<file path="src/rtl/core/gstm_fifo.sv">
`default_nettype none

module gstm_fifo #(
    parameter int DW    = 8,
    parameter int DEPTH = 4
) (
    input  wire logic                         clk,
    input  wire logic                         rst_n,
    input  wire logic                         push,
    input  wire logic [DW-1:0]                din,
    input  wire logic                         pop,
    output logic      [DW-1:0]                dout,
    output logic                              full,
    output logic                              empty,
    output logic      [$clog2(DEPTH+1)-1:0]   count
);

    localparam int PW   = (DEPTH > 1) ? $clog2(DEPTH) : 1;
    localparam int CNTW = $clog2(DEPTH + 1);

    logic [DW-1:0]   store_reg [DEPTH];
    logic [PW-1:0]   wr_ptr_reg, wr_ptr_next;
    logic [PW-1:0]   rd_ptr_reg, rd_ptr_next;
    logic [CNTW-1:0] count_reg, count_next;
    logic            do_push, do_pop;

    assign full    = (count_reg == CNTW'(DEPTH));
    assign empty   = (count_reg == '0);
    assign count   = count_reg;
    assign dout    = store_reg[rd_ptr_reg];
    assign do_push = push && !full;
    assign do_pop  = pop && !empty;

    always_comb
    begin
        wr_ptr_next = wr_ptr_reg;
        rd_ptr_next = rd_ptr_reg;
        count_next  = count_reg;
        if (do_push)
        begin
            wr_ptr_next = (wr_ptr_reg == PW'(DEPTH - 1)) ? '0 : wr_ptr_reg + PW'(1);
        end
        if (do_pop)
        begin
            rd_ptr_next = (rd_ptr_reg == PW'(DEPTH - 1)) ? '0 : rd_ptr_reg + PW'(1);
        end
        if (do_push && !do_pop)
        begin
            count_next = count_reg + CNTW'(1);
        end
        else if (do_pop && !do_push)
        begin
            count_next = count_reg - CNTW'(1);
        end
    end

    always_ff @(posedge clk or negedge rst_n)
    begin
        if (!rst_n)
        begin
            wr_ptr_reg <= '0;
            rd_ptr_reg <= '0;
            count_reg  <= '0;
        end
        else
        begin
            wr_ptr_reg <= wr_ptr_next;
            rd_ptr_reg <= rd_ptr_next;
            count_reg  <= count_next;
        end
    end

    always_ff @(posedge clk)
    begin
        if (do_push)
        begin
            store_reg[wr_ptr_reg] <= din;
        end
    end

endmodule

`default_nettype wire

</file>
<file path="config.mk">
export PLATFORM = sky130hd
export DESIGN_NAME = gstm_fifo
export DESIGN_NICKNAME = d
export VERILOG_FILES = /design/src/rtl/core/gstm_fifo.sv
export SDC_FILE = /design/constraint.sdc
export NUM_CORES = 1
export LEC_CHECK = 0
export BUFFER_PORTS_ARGS = -buffer_cell sky130_fd_sc_hd__buf_2
export CAP_MARGIN = 20
export CORE_MARGIN = 3
export CORE_UTILIZATION = 45
export DETAILED_ROUTE_END_ITERATION = 10
export GPL_TIMING_DRIVEN = 0
export PLACE_DENSITY_LB_ADDON = 0.2
export SYNTH_ARGS = -nofsm -noshare
export SYNTH_HDL_FRONTEND = slang
export SYNTH_SLANG_ARGS = --single-unit
</file>
<file path="constraint.sdc">
create_clock -name clk -period 2.1 [get_ports clk]
set_clock_uncertainty 0.05 [all_clocks]
set_input_delay 0.105 -clock clk [delete_from_list [all_inputs] [get_ports clk]]
set_output_delay 0.105 -clock clk [all_outputs]
set_load 0.02 [all_outputs]
</file>
==> results.cfg <==
[final_layout]
stdcell_count = 168
largest_reg_flops = 32
area_growth_pct = 23.6
stdcell_area_mm2 = 0.00200
fin_nets = 140
n_antenna_cell = 0
final_layout_size_suffix_gt1_frac = 0.508

[timing]
worst_slack_ns = 0.0862
period_needed_ns = 2.01
setup_viol = 0
setup_tns_ns = 0
final_hold_viol_count = 0
drv_slew = 0
min_period_over_period = 0.959
fmax_ghz = 0.497
worst_pin_slew_ns = 0.529
rsz0062_at_grt = false
relSlewSlack = 0.648

[routing]
wl_um = 2500
dr_wl_met3_um = 119
route.detailed.drc = 0
top_layer = met4
dr_total_vias = 820
met1Wirelength_um = 944
viasPerCell = 4.88
dr_wl_met2_um = 1380
wire_per_inst_um = 14.9
drtAntennaViolNets = 0
drt_iter0_drc = 37
drt_first_pass_iters = 3

[synthesis]
synth-adder-area-share = 0.0587
yosys_warnings = 0
yosysTopAreaCell = edfxtp_1
synth_compound_area_frac = 0
netlist_area_mm2 = 0.00162
yosysSeqAreaShare = 0.701
synth_cell_types = 19
synth_enable_flop_cells = 32
muxShareOfSynthArea = 0.151
synth_flop_cell = edfxtp_1
syn_nets = 98
postSynthCellCount = 79
ys_seq_elements = 39
synth_area_leaders = edfxtp_1, mux4_2, dfrtp_1, ha_1, mux2_2
synth_top_family_by_area = multiplexers
syn-mean-instance-area_um2 = 20.5
synth_top_area_frac = 0.593
synth_xor_xnor_area_share = 0.0162
synthArstFlopShare = 0.179
synth_simple_gate_area_share = 0.0541

[clock_tree]
cts_root_buffer = clkbuf_4
cts_buffers = 5
clk_pin_slew_ns = 0.11
cts_buffer_depth = 2
cts.sinks = 39
h-tree-depth = 2
cts_tree = built
clk_latency_ns = 0.34

[global_route]
grt-ovfl-total = 0
antenna_found_initial = 0
grt_max_degree = 14
grtUsageTotal = 0.138
first_global_vias = 888
grt_pass1_wl_um = 4170

[floorplanning]
die_w_um = 66.0
num_rows = 21
num_io_pins = 25
die_h_um = 66.0
start_util = 0.478
core_mm2 = 0.00339
dieArea_mm2 = 0.00436

[place]
preCtsSetupSlack_ns = 0.102
dp_hpwl_um = 1730
dp.cells = 149
dpl_cell_area_mm2 = 0.00182
gp_congestion = 0.658
portBuffers = 24

[hold_path]
min_path_type = in2async

[worst_setup_path]
crit_type = reg2reg
rrSetupSlack_ns = 0.09
start_kind = flip-flop
crit_start = count[2]
arrival_ns = 2.23
cp-end-kind = flip-flop
r2r_start = count[2]
crit_fanout = 7
critPathRequiredTime_ns = 2.32

[power_and_ir_drop]
power.density_mw_per_mm2 = 1390
power_leakage_nw = 0.768
ir_worst_vdd_uv = 795

[job]
cap_viol_max_count = 0

[outcome]
status = completed
[layout by cell type, fill, tap and decap left out, drive strengths merged]
cell	synthesis	final
edfxtp	32	32
buf	3	29
dlygate4sd3	0	9
mux4	8	8
dfrtp	7	7
ha	6	6
clkbuf	0	5
mux2	5	5
and2	4	4
nor2	3	3
inv	3	3
xor2	2	2
clkinv	0	2
nor3b	1	1
nor2b	1	1
nor3	1	1
nand2b	1	1
xnor2	1	1
fa	1	1
bufinv	0	1
[kinds of logic (layout without fill, tap and decap cells)]
group	Yosys count	count (layout)
XOR/XNOR	3	3
adder cells (fa/ha/maj)	7	7
buffers and inverters	6	49
AND/OR/NAND/NOR	11	11
flip-flops	39	39
multiplexers	13	13
[critical path, stage by stage, from the launching register on]
cell and delay (ns):
dfrtp_2 0.46, nor3b_4 0.17, nor2b_2 0.12, buf_6 0.13
ha_2 0.20, inv_2 0.04, fa_1 0.37, xor2_1 0.15
nor2_1 0.11, xor2_1 0.16
[area by class of cell]
class / instances / area [um^2]
inverters: 3 / 11.3
fillers: 275 / 1390
well taps: 46 / 57.6
flip-flops and latches: 39 / 1140
plain buffers: 3 / 20.0
clock buffers: 5 / 37.5
clock inverters: 3 / 43.8
multi-input cells: 34 / 467
repair buffers: 35 / 225
[worst paths after layout]
check | endpoint | cells after the start
max in group asynchronous | count[1] | 2
min in group clk | rd_ptr_reg[1] | 3
worst max register to register | count[2] | 9
worst min register to register | count[2] | 1
worst max-delay path | count[2] | 9
worst min-delay path | count[2] | 2
[stage by stage]
step,utilization,hold WS [ns],power (mW)
final,0.591,0.0582,2.78
after global routing,0.591,0.0415,2.98
after CTS,0.586,0.0429,2.80
after detailed placement,0.536,-0.0995,2.29
after global placement,0.536,-0.0998,2.26
after floorplan,-,-0.241,1.98
[report_power, final]
part / switching, mW / leakage (nW) / internal, mW / total [mW]
clock: 0.236 / 0.0452 / 0.250 / 0.486
combinational: 0.583 / 0.350 / 0.536 / 1.12
sequential: 0.120 / 0.372 / 1.05 / 1.17
[cells in the mapped netlist (2+ instances only)]
library cell / count
ha_1: 6
mux4_2: 8
edfxtp_1: 32
xor2_1: 2
mux2_2: 3
and2_2: 4
dfrtp_1: 7
mux2_4: 2
nor2_1: 3
inv_1: 3
[repair_timing]
| item | in CTS | in global routing |
|---|---|---|
| setup buffers | 0 | 2 |
| resized for setup | 0 | 0 |
| setup endpoints to repair | 0 | 2 |
| hold buffers | 9 | 0 |
| hold endpoints to repair | 39 | 0 |
[per-layer routing]
metal	global-route usage	vias to the layer above
met1	0.148	410
li1	-	386
met3	0.0391	5
met5	0	-
met4	0.0838	0
met2	0.239	19
Note: power is estimated with default switching activity, not from simulation.
