[src/rtl/core/gstm_pkg.sv]
`default_nettype none

package gstm_pkg;

    // default bounds of the image buffer
    localparam int DEF_MAX_WIDTH  = 128;
    localparam int DEF_MAX_HEIGHT = 128;

    // configuration port
    localparam int CFG_W = 8;
    localparam int IDX_W = 2;

    localparam logic [IDX_W-1:0] REG_FRAME_WIDTH  = 2'd0;
    localparam logic [IDX_W-1:0] REG_FRAME_HEIGHT = 2'd1;
    localparam logic [IDX_W-1:0] REG_BRIGHT_LIMIT = 2'd2;

    localparam logic [CFG_W-1:0] FRAME_WIDTH_RST  = 8'd128;
    localparam logic [CFG_W-1:0] FRAME_HEIGHT_RST = 8'd128;
    localparam logic [CFG_W-1:0] BRIGHT_LIMIT_RST = 8'd200;

    localparam int MIN_WIDTH  = 3;
    localparam int MIN_HEIGHT = 1;

    // mark counter, saturating
    localparam int              COUNT_W   = 14;
    localparam logic [COUNT_W-1:0] COUNT_MAX = 14'h3FFF;

    // queue depths
    localparam int CMDQ_DEPTH = 4;
    localparam int RESQ_DEPTH = 2;
    localparam int RESQ_CNT_W = $clog2(RESQ_DEPTH + 1);

    // gradient sign codes as stored in the mask
    typedef logic [1:0] sign_t;
    localparam sign_t SIGN_FLAT = 2'd0;
    localparam sign_t SIGN_RISE = 2'd1;
    localparam sign_t SIGN_FALL = 2'd2;

    typedef enum logic [1:0] {
        OP_SKIP,
        OP_LEARN,
        OP_UPDATE
    } cmd_op_t;

    // classified pixel handed from the front to the back
    typedef struct packed {
        cmd_op_t op;
        sign_t   code;
        logic    dark;
        logic    zero_en;
        logic    frame_start;
        logic    emit;
    } cmd_t;

endpackage

`default_nettype wire

[src/rtl/core/gstm_front.sv]
`default_nettype none

module gstm_front #(
    parameter int MAX_WIDTH  = gstm_pkg::DEF_MAX_WIDTH,
    parameter int MAX_HEIGHT = gstm_pkg::DEF_MAX_HEIGHT
) (
    input  wire logic                           clk,
    input  wire logic                           rst_n,
    input  wire logic                           cfg_write,
    input  wire logic [gstm_pkg::IDX_W-1:0]     cfg_index,
    input  wire logic [gstm_pkg::CFG_W-1:0]     cfg_data,
    input  wire logic                           accept,
    input  wire logic [7:0]                     pixel,
    input  wire logic                           learn,
    output gstm_pkg::cmd_t                      cmd,
    output logic [((MAX_HEIGHT > 1) ? $clog2(MAX_HEIGHT) : 1)-1:0] cmd_row,
    output logic [$clog2(MAX_WIDTH)-1:0]        cmd_col
);

    localparam int CW  = $clog2(MAX_WIDTH);
    localparam int RW  = (MAX_HEIGHT > 1) ? $clog2(MAX_HEIGHT) : 1;
    localparam int MW  = (CW > RW) ? CW : RW;
    localparam int XW  = ((MW > gstm_pkg::CFG_W) ? MW : gstm_pkg::CFG_W) + 2;

    logic [gstm_pkg::CFG_W-1:0] width_reg, height_reg, limit_reg;
    logic [CW-1:0]              col_reg, col_next;
    logic [RW-1:0]              row_reg, row_next;
    logic [7:0]                 near_reg, far_reg;

    logic [XW-1:0] wreg_x, hreg_x, wlim, hlim;
    logic [XW-1:0] row_step, col_inc, row_inc;
    logic          wrap_pre, last_col, last_row;
    logic [CW-1:0] c;
    logic [RW-1:0] r;

    // clamp the programmed frame size to what the mask can hold
    always_comb
    begin
        wreg_x = XW'(width_reg);
        hreg_x = XW'(height_reg);
        priority if (wreg_x < XW'(gstm_pkg::MIN_WIDTH))
            wlim = XW'(gstm_pkg::MIN_WIDTH);
        else if (wreg_x > XW'(MAX_WIDTH))
            wlim = XW'(MAX_WIDTH);
        else
            wlim = wreg_x;
        priority if (hreg_x < XW'(gstm_pkg::MIN_HEIGHT))
            hlim = XW'(gstm_pkg::MIN_HEIGHT);
        else if (hreg_x > XW'(MAX_HEIGHT))
            hlim = XW'(MAX_HEIGHT);
        else
            hlim = hreg_x;
    end

    // position of the arriving pixel, wrapping stale counts after a resize
    always_comb
    begin
        wrap_pre = (XW'(col_reg) >= wlim);
        c        = wrap_pre ? '0 : col_reg;
        row_step = XW'(row_reg) + (wrap_pre ? XW'(1) : XW'(0));
        r        = (row_step >= hlim) ? '0 : row_step[RW-1:0];
        col_inc  = XW'(c) + XW'(1);
        row_inc  = XW'(r) + XW'(1);
        last_col = (col_inc == wlim);
        last_row = (row_inc == hlim);
        col_next = last_col ? '0 : col_inc[CW-1:0];
        if (last_col)
            row_next = last_row ? '0 : row_inc[RW-1:0];
        else
            row_next = r;
    end

    // classify the pixel pair: sign of the step and brightness
    always_comb
    begin
        cmd = '0;
        if (pixel > far_reg)
            cmd.code = gstm_pkg::SIGN_RISE;
        else if (pixel < far_reg)
            cmd.code = gstm_pkg::SIGN_FALL;
        else
            cmd.code = gstm_pkg::SIGN_FLAT;
        cmd.dark        = (pixel < limit_reg) && (far_reg < limit_reg);
        if (c >= CW'(2))
            cmd.op = learn ? gstm_pkg::OP_LEARN : gstm_pkg::OP_UPDATE;
        else
            cmd.op = gstm_pkg::OP_SKIP;
        cmd.zero_en     = learn && ((col_inc + XW'(1)) >= wlim);
        cmd.frame_start = (c == '0) && (r == '0);
        cmd.emit        = last_col && last_row && !learn;
    end

    assign cmd_row = r;
    assign cmd_col = c;

    always_ff @(posedge clk or negedge rst_n)
    begin
        if (!rst_n)
        begin
            width_reg  <= gstm_pkg::FRAME_WIDTH_RST;
            height_reg <= gstm_pkg::FRAME_HEIGHT_RST;
            limit_reg  <= gstm_pkg::BRIGHT_LIMIT_RST;
        end
        else if (cfg_write)
        begin
            unique case (cfg_index)
                gstm_pkg::REG_FRAME_WIDTH:  width_reg  <= cfg_data;
                gstm_pkg::REG_FRAME_HEIGHT: height_reg <= cfg_data;
                gstm_pkg::REG_BRIGHT_LIMIT: limit_reg  <= cfg_data;
                default:                    ;
            endcase
        end
    end

    always_ff @(posedge clk or negedge rst_n)
    begin
        if (!rst_n)
        begin
            col_reg  <= '0;
            row_reg  <= '0;
            near_reg <= '0;
            far_reg  <= '0;
        end
        else if (accept)
        begin
            col_reg  <= col_next;
            row_reg  <= row_next;
            far_reg  <= near_reg;
            near_reg <= pixel;
        end
    end

endmodule

`default_nettype wire

[config.mk]
export PLATFORM = sky130hd
export DESIGN_NAME = gstm_front
export DESIGN_NICKNAME = d
export VERILOG_FILES = /design/src/rtl/core/gstm_pkg.sv /design/src/rtl/core/gstm_front.sv
export SDC_FILE = /design/constraint.sdc
export NUM_CORES = 1
export LEC_CHECK = 0
export BUFFER_PORTS_ARGS = -buffer_cell sky130_fd_sc_hd__buf_4
export CAP_MARGIN = 20
export CORE_ASPECT_RATIO = 1.4
export CORE_MARGIN = 3
export CORE_UTILIZATION = 55
export DETAILED_ROUTE_END_ITERATION = 10
export PLACE_DENSITY = 0.84
export SLEW_MARGIN = 20
export SYNTH_ARGS = -nofsm -noshare
export SYNTH_HDL_FRONTEND = slang
export SYNTH_SLANG_ARGS = --single-unit
[constraint.sdc]
create_clock -name clk -period 9 [get_ports clk]
set_input_delay 1.8 -clock clk [delete_from_list [all_inputs] [get_ports clk]]
set_output_delay 1.8 -clock clk [all_outputs]
set_load 0.02 [all_outputs]
==> results of run 1 <==
## per-stage QoR
stage | power (mW) | setup TNS (ns) | utilization, %
finish | 1.61 | 0 | 64.1
global route | 1.73 | -0.0552 | 64.1
CTS | 1.56 | 0 | 63.2
detailed placement | 1.33 | 0 | 61.2
global placement | 1.30 | 0 | 61.2
floorplan | 1.07 | 0 | -
## cell families after synthesis
logic type,count (synthesis)
buf+inv,58
simple gates,167
mux,33
flops,54
compound gates,120
xor+xnor,22
fa+ha+maj,53
## critical path: cells and delay by family (launching register included)
family	cells	cell delay [ns]
buffers and inverters	5	0.67
xor gates and xnor gates	2	0.39
AOI/OAI and AO/OA	11	2.19
DFF	1	0.43
and+or+nand+nor	8	1.58
adders and majority gates	4	1.08
## cells in the mapped netlist (8+ instances only)
cell,number
a21o_1,20
a21oi_1,12
a31oi_1,8
dfrtp_1,49
ha_1,53
inv_1,38
mux2_2,32
nand2_1,43
nand3_1,15
nand4_1,11
nor2_1,30
nor2b_1,11
nor3_1,12
o21ai_0,26
xnor2_1,18
## per-layer routing
layer	global-route usage, %	routed length [um]
met1	27.9	4540
met3	3.74	565
met5	0	0
met4	11.7	511
met2	42.8	5580
## layout make-up
type	count	area share, %
repair buffers	52	7.42
well taps	102	2.43
clock buffers	6	2.45
clock inverters	2	0.714
multi-input cells	395	58.1
flip-flops and latches	54	25.8
inverters	42	3.02
## power by group
| part | total [mW] | switching, mW | internal (mW) |
|---|---|---|---|
| Sequential | 0.365 | 0.0683 | 0.297 |
| Combinational | 1.01 | 0.578 | 0.437 |
| Clock | 0.227 | 0.0953 | 0.132 |
## repair_timing
item | CTS | global route
setup endpoints to repair | 1 | 1
pin swaps | 0 | 1
setup buffers | 0 | 6
gates resized for setup | 1 | 5
## worst paths after layout
check | end | startpoint | slack [ns]
max in group asynchronous | row_reg[6] | rst_n | 7.00
worst min register to register | far_reg[4] | near_reg[4] | 0.49
worst min-delay path | far_reg[4] | near_reg[4] | 0.49
worst max register to register | row_reg[4] | width_reg[5] | 2.55
worst max-delay path | cmd[0] | width_reg[5] | 0.53
min in group asynchronous | near_reg[6] | rst_n | 1.54
==> flow_metrics.tcl, run 1 <==
set metrics [dict create \
    status "finished clean" \
    critPathKind "reg2out" \
    avgRoutedWirePerCell_um 17.1 \
    required_ns 7.20 \
    gp_congestion 0.942 \
    h-tree-depth 2 \
    grtUsageTotal_pct 23.9 \
    route.detailed.drc 0 \
    placed_area_mm2 0.00501 \
    multiInputGateArea_mm2 0.00306 \
    syn2layout_area_growth_pct 13.6 \
    cp-start-kind "flop" \
    end_kind "primary output" \
    worstRegToRegCells 29 \
    synthTopCellsByArea "dfrtp_1 (26%), ha_1 (14%), mux2_2 (7.8%)" \
    cts_tree "built" \
    initial_core_util_pct 56.5 \
    ios 45 \
    critPathMaxFanout 9 \
    cts.path.max_buffers 2 \
    muxShareOfSynthArea_pct 8.00 \
    setup_viol 0 \
    ys_ff_latch 54 \
    post-place-cells 639 \
    synth_xor_area_share_pct 4.49 \
    synth_edf_count 0 \
    synth_top_family_by_area "compound AO/OA/AOI/OAI gates" \
    fin_area_mm2 0.00526 \
    drive_gt1_share_pct 23.8 \
    p_leak_nw 2.44 \
    maxCapViolations 0 \
    syn_nets 583 \
    synth_fa_ha_area_share_pct 14.3 \
    via_count 4004 \
    drt-total-wl_um 11200 \
    slew_viol_final 0 \
    rows 39 \
    diodes 0 \
    grt_overflow 0 \
    cpPeakStageDelay_ns 0.43 \
    ys_warn_count 0 \
    core_area_mm2 0.00820 \
    hpwlAfterDp_um 8700 \
    fin_crit_sh_pct 94.1 \
    cts_root_buf "clkbuf_16" \
    yosys.area.top_type "dfrtp_1" \
    die_width_um 83.6 \
    synth_compound_area_share_pct 19.4 \
    dieHeight_um 115 \
    stdcell_count 653 \
    power_density_mw_per_mm2 306 \
    portBuffers 44 \
    timing.hold.worst.class "reg2reg" \
    vias_per_cell 6.13 \
    grt_pass1_wl_um 18600 \
    worst_pin_slew_ns 0.693 \
    insertion_delay_ns 0.30 \
    regArea_mm2 0.00136 \
    holdBufCountCts 0 \
    drt-initial-drc-count 335 \
    irDropWorstVdd_v 0.000185 \
    path_clk_slew_ns 0.07 \
    cts_sinks 54 \
    worst_ep_arrival_time_ns 6.67 \
    antenna_found_initial 0 \
    whs_path_depth 2 \
    cts_made_buffers 5 \
    yosysTopAreaCellShare_pct 26.5 \
    grt_pass1_vias 4032 \
    finalNetCount 626 \
    place_ws_ns 0.364 \
    hold_viol 0 \
    grt_max_degree 55 \
    synth-main-ff-cell "dfrtp_1" \
    cp_slowest_cell "dfrtp_1" \
    final_cell_mix "ha_1 (52), buf_4 (52), dfrtp_1 (49)" \
    max_freq_ghz 0.118 \
    netlist-cell-type-count 69 \
    timing.hold.ws_ns 0.487 \
    slew_headroom_pct 53.8 \
    fin_skew_ns 0.00515 \
    synth_cells 507 \
    drt_first_pass_iters 5 \
    synth_simple_gate_area_share_pct 19.2 \
    dieArea_mm2 0.00957 \
    synth-async-reset-ratio_pct 100 \
    synthesis.area_mm2 0.00463 \
    ys_seq_area_share_pct 29.3 \
    final_antenna_net_count 0 \
    setup_ws_ns 0.530 \
    fillers 668 \
    final.min_clock_period_ns 8.47 \
    syn_area_per_cell_um2 9.13 \
]
Power figures use the tool's default switching activity.
==> inputs of run 2 (changes only) <==
--- a/config.mk
+++ b/config.mk
@@ -11,6 +11,7 @@
 export CORE_MARGIN = 3
 export CORE_UTILIZATION = 55
 export DETAILED_ROUTE_END_ITERATION = 10
+export MAX_ROUTING_LAYER = met4
 export PLACE_DENSITY = 0.84
 export SLEW_MARGIN = 20
 export SYNTH_ARGS = -nofsm -noshare
==> flow_metrics.tcl, run 2 (synthesis gave the netlist of run 1 again) <==
set metrics [dict create \
    status "finished clean" \
    worstRegToRegCells 29 \
    irDropWorstVdd_v 0.000205 \
    path_clk_slew_ns 0.07 \
    wl_met2_um 5780 \
    cts.path.max_buffers 2 \
    grt_max_degree 55 \
    portBuffers 44 \
    ios 45 \
    hold-path-endpoint "far_reg[1]" \
    hpwlAfterDp_um 8760 \
    initial_core_util_pct 56.5 \
    drt-initial-drc-count 219 \
    hold_viol 0 \
    route.top_layer_used "met4" \
    final.min_clock_period_ns 8.60 \
    critPathMaxFanout 9 \
    setup_viol 0 \
    regToRegSetupSlack_ns 2.37 \
    drt_first_pass_iters 5 \
    critPathKind "reg2out" \
    grtUsageTotal_pct 24.5 \
    grt_pass1_vias 3981 \
    place_ws_ns 0.422 \
    placed_area_mm2 0.00501 \
    cts_tree "built" \
    final_cell_mix "ha_1 (51), dfrtp_1 (49), buf_4 (49)" \
    drt-total-wl_um 11100 \
    p_int_uw 854 \
    dr_wl_met3_um 587 \
    end_kind "primary output" \
    slew_viol_final 0 \
    route.detailed.drc 0 \
    setup_ws_ns 0.397 \
    cp-start-kind "flop" \
    p_sw_share_pct 46.2 \
    drive_gt1_share_pct 23.4 \
    combinationalPowerShare_pct 62.9 \
    max_freq_ghz 0.116 \
    gp_congestion 0.929 \
    fin_area_mm2 0.00523 \
    crit-reg2reg-capture "row_reg[5]" \
    maxCapViolations 0 \
    die_width_um 83.6 \
    slew_headroom_pct 54.5 \
    avgRoutedWirePerCell_um 17.1 \
    insertion_delay_ns 0.30 \
    r2r-start "width_reg[5]" \
    whs_path_depth 2 \
    grt_pass1_wl_um 18500 \
    worst_pin_slew_ns 0.682 \
    dieHeight_um 115 \
    stdcell_count 650 \
    clock_power_share_pct 14.1 \
    holdCritStartpoint "near_reg[1]" \
    diodes 0 \
    p_leak_nw 2.42 \
    syn2layout_area_growth_pct 13.0 \
    post-place-cells 639 \
    grt_overflow 0 \
    antenna_found_initial 0 \
    rows 39 \
    power_density_mw_per_mm2 303 \
    via_count 3950 \
    vias_per_cell 6.08 \
    cts_root_buf "clkbuf_16" \
    core_area_mm2 0.00820 \
    cts_sinks 54 \
    p_seq_share_pct 23.0 \
    dieArea_mm2 0.00957 \
    cp_slowest_cell "dfrtp_1" \
    fin_skew_ns 0.00646 \
    final_antenna_net_count 0 \
    cts_made_buffers 5 \
    h-tree-depth 2 \
    timing.hold.worst.class "reg2reg" \
    worst_ep_arrival_time_ns 6.80 \
    cpPeakStageDelay_ns 0.43 \
    required_ns 7.20 \
    fin_crit_sh_pct 95.6 \
    finalNetCount 623 \
    totalNegativeSetupSlack_ns 0 \
    final_common_cell "ha_1" \
    p_switching_uw 733 \
    timing.hold.ws_ns 0.480 \
    wl_met1_um 4490 \
]
run 2: cell count changes in the layout (fill, tap and decap cells not counted):
cell and change:
a31oi_1 +1, a31oi_2 -1, buf_4 -3, ha_1 -1, ha_2 +1
run 2: final cells by class:
type,count,area [um2]
Clock inverter,2,37.5
Fill cell,682,2970
Multi-Input combinational cell,395,3050
Inverter,42,159
Timing Repair Buffer,49,368
Clock buffer,6,129
Sequential cell,54,1360
Tap cell,102,128
run 2: critical path, delay by kind of cell (launching register included):
kind	cells	cell delay (ns)
DFF	1	0.43
and+or+nand+nor	8	1.57
adders and majority gates	4	1.11
xor gates and xnor gates	2	0.38
buffers and inverters	5	0.69
AOI/OAI and AO/OA	11	2.30
run 2: repair_timing:
action                     4_1_cts  5_1_grt
setup endpoints to repair        0        1
resized for setup                0        6
hold buffers                     0        0
buffers inserted                 0        3
run 2: per-layer routing:
metal / track usage (%) / up-vias
li1: - / 1919
met1: 27.3 / 1884
met2: 44.2 / 128
met3: 3.38 / 19
met4: 9.76 / 0
met5: - / -
run 2: how the worst max path moves through the flow:
stage,end,slack [ns],cells after the start,startpoint
after floorplan,cmd[0],0.40,32,width_reg[7]
after detailed placement,cmd[0],0.42,30,width_reg[5]
after global placement,cmd[0],0.61,29,width_reg[7]
after global routing,cmd[0],-0.03,30,width_reg[5]
final,cmd[0],0.40,30,width_reg[5]
after CTS,cmd[0],0.03,30,width_reg[5]
run 2: stage by stage:
| step | utilization [%] | power, mW |
|---|---|---|
| final | 63.8 | 1.59 |
| after global routing | 63.8 | 1.71 |
| after CTS | 63.2 | 1.56 |
| after detailed placement | 61.2 | 1.33 |
| after global placement | 61.2 | 1.30 |
| after floorplan | - | 1.07 |
run 2: power groups by stage:
stage / clock (mW) / sequential (mW) / combinational, mW
after CTS: 0.227 / 0.363 / 0.972
after global routing: 0.239 / 0.375 / 1.10
after floorplan: 0 / 0.338 / 0.731
after global placement: 0 / 0.364 / 0.940
after detailed placement: 0 / 0.368 / 0.964
final: 0.223 / 0.365 / 0.998
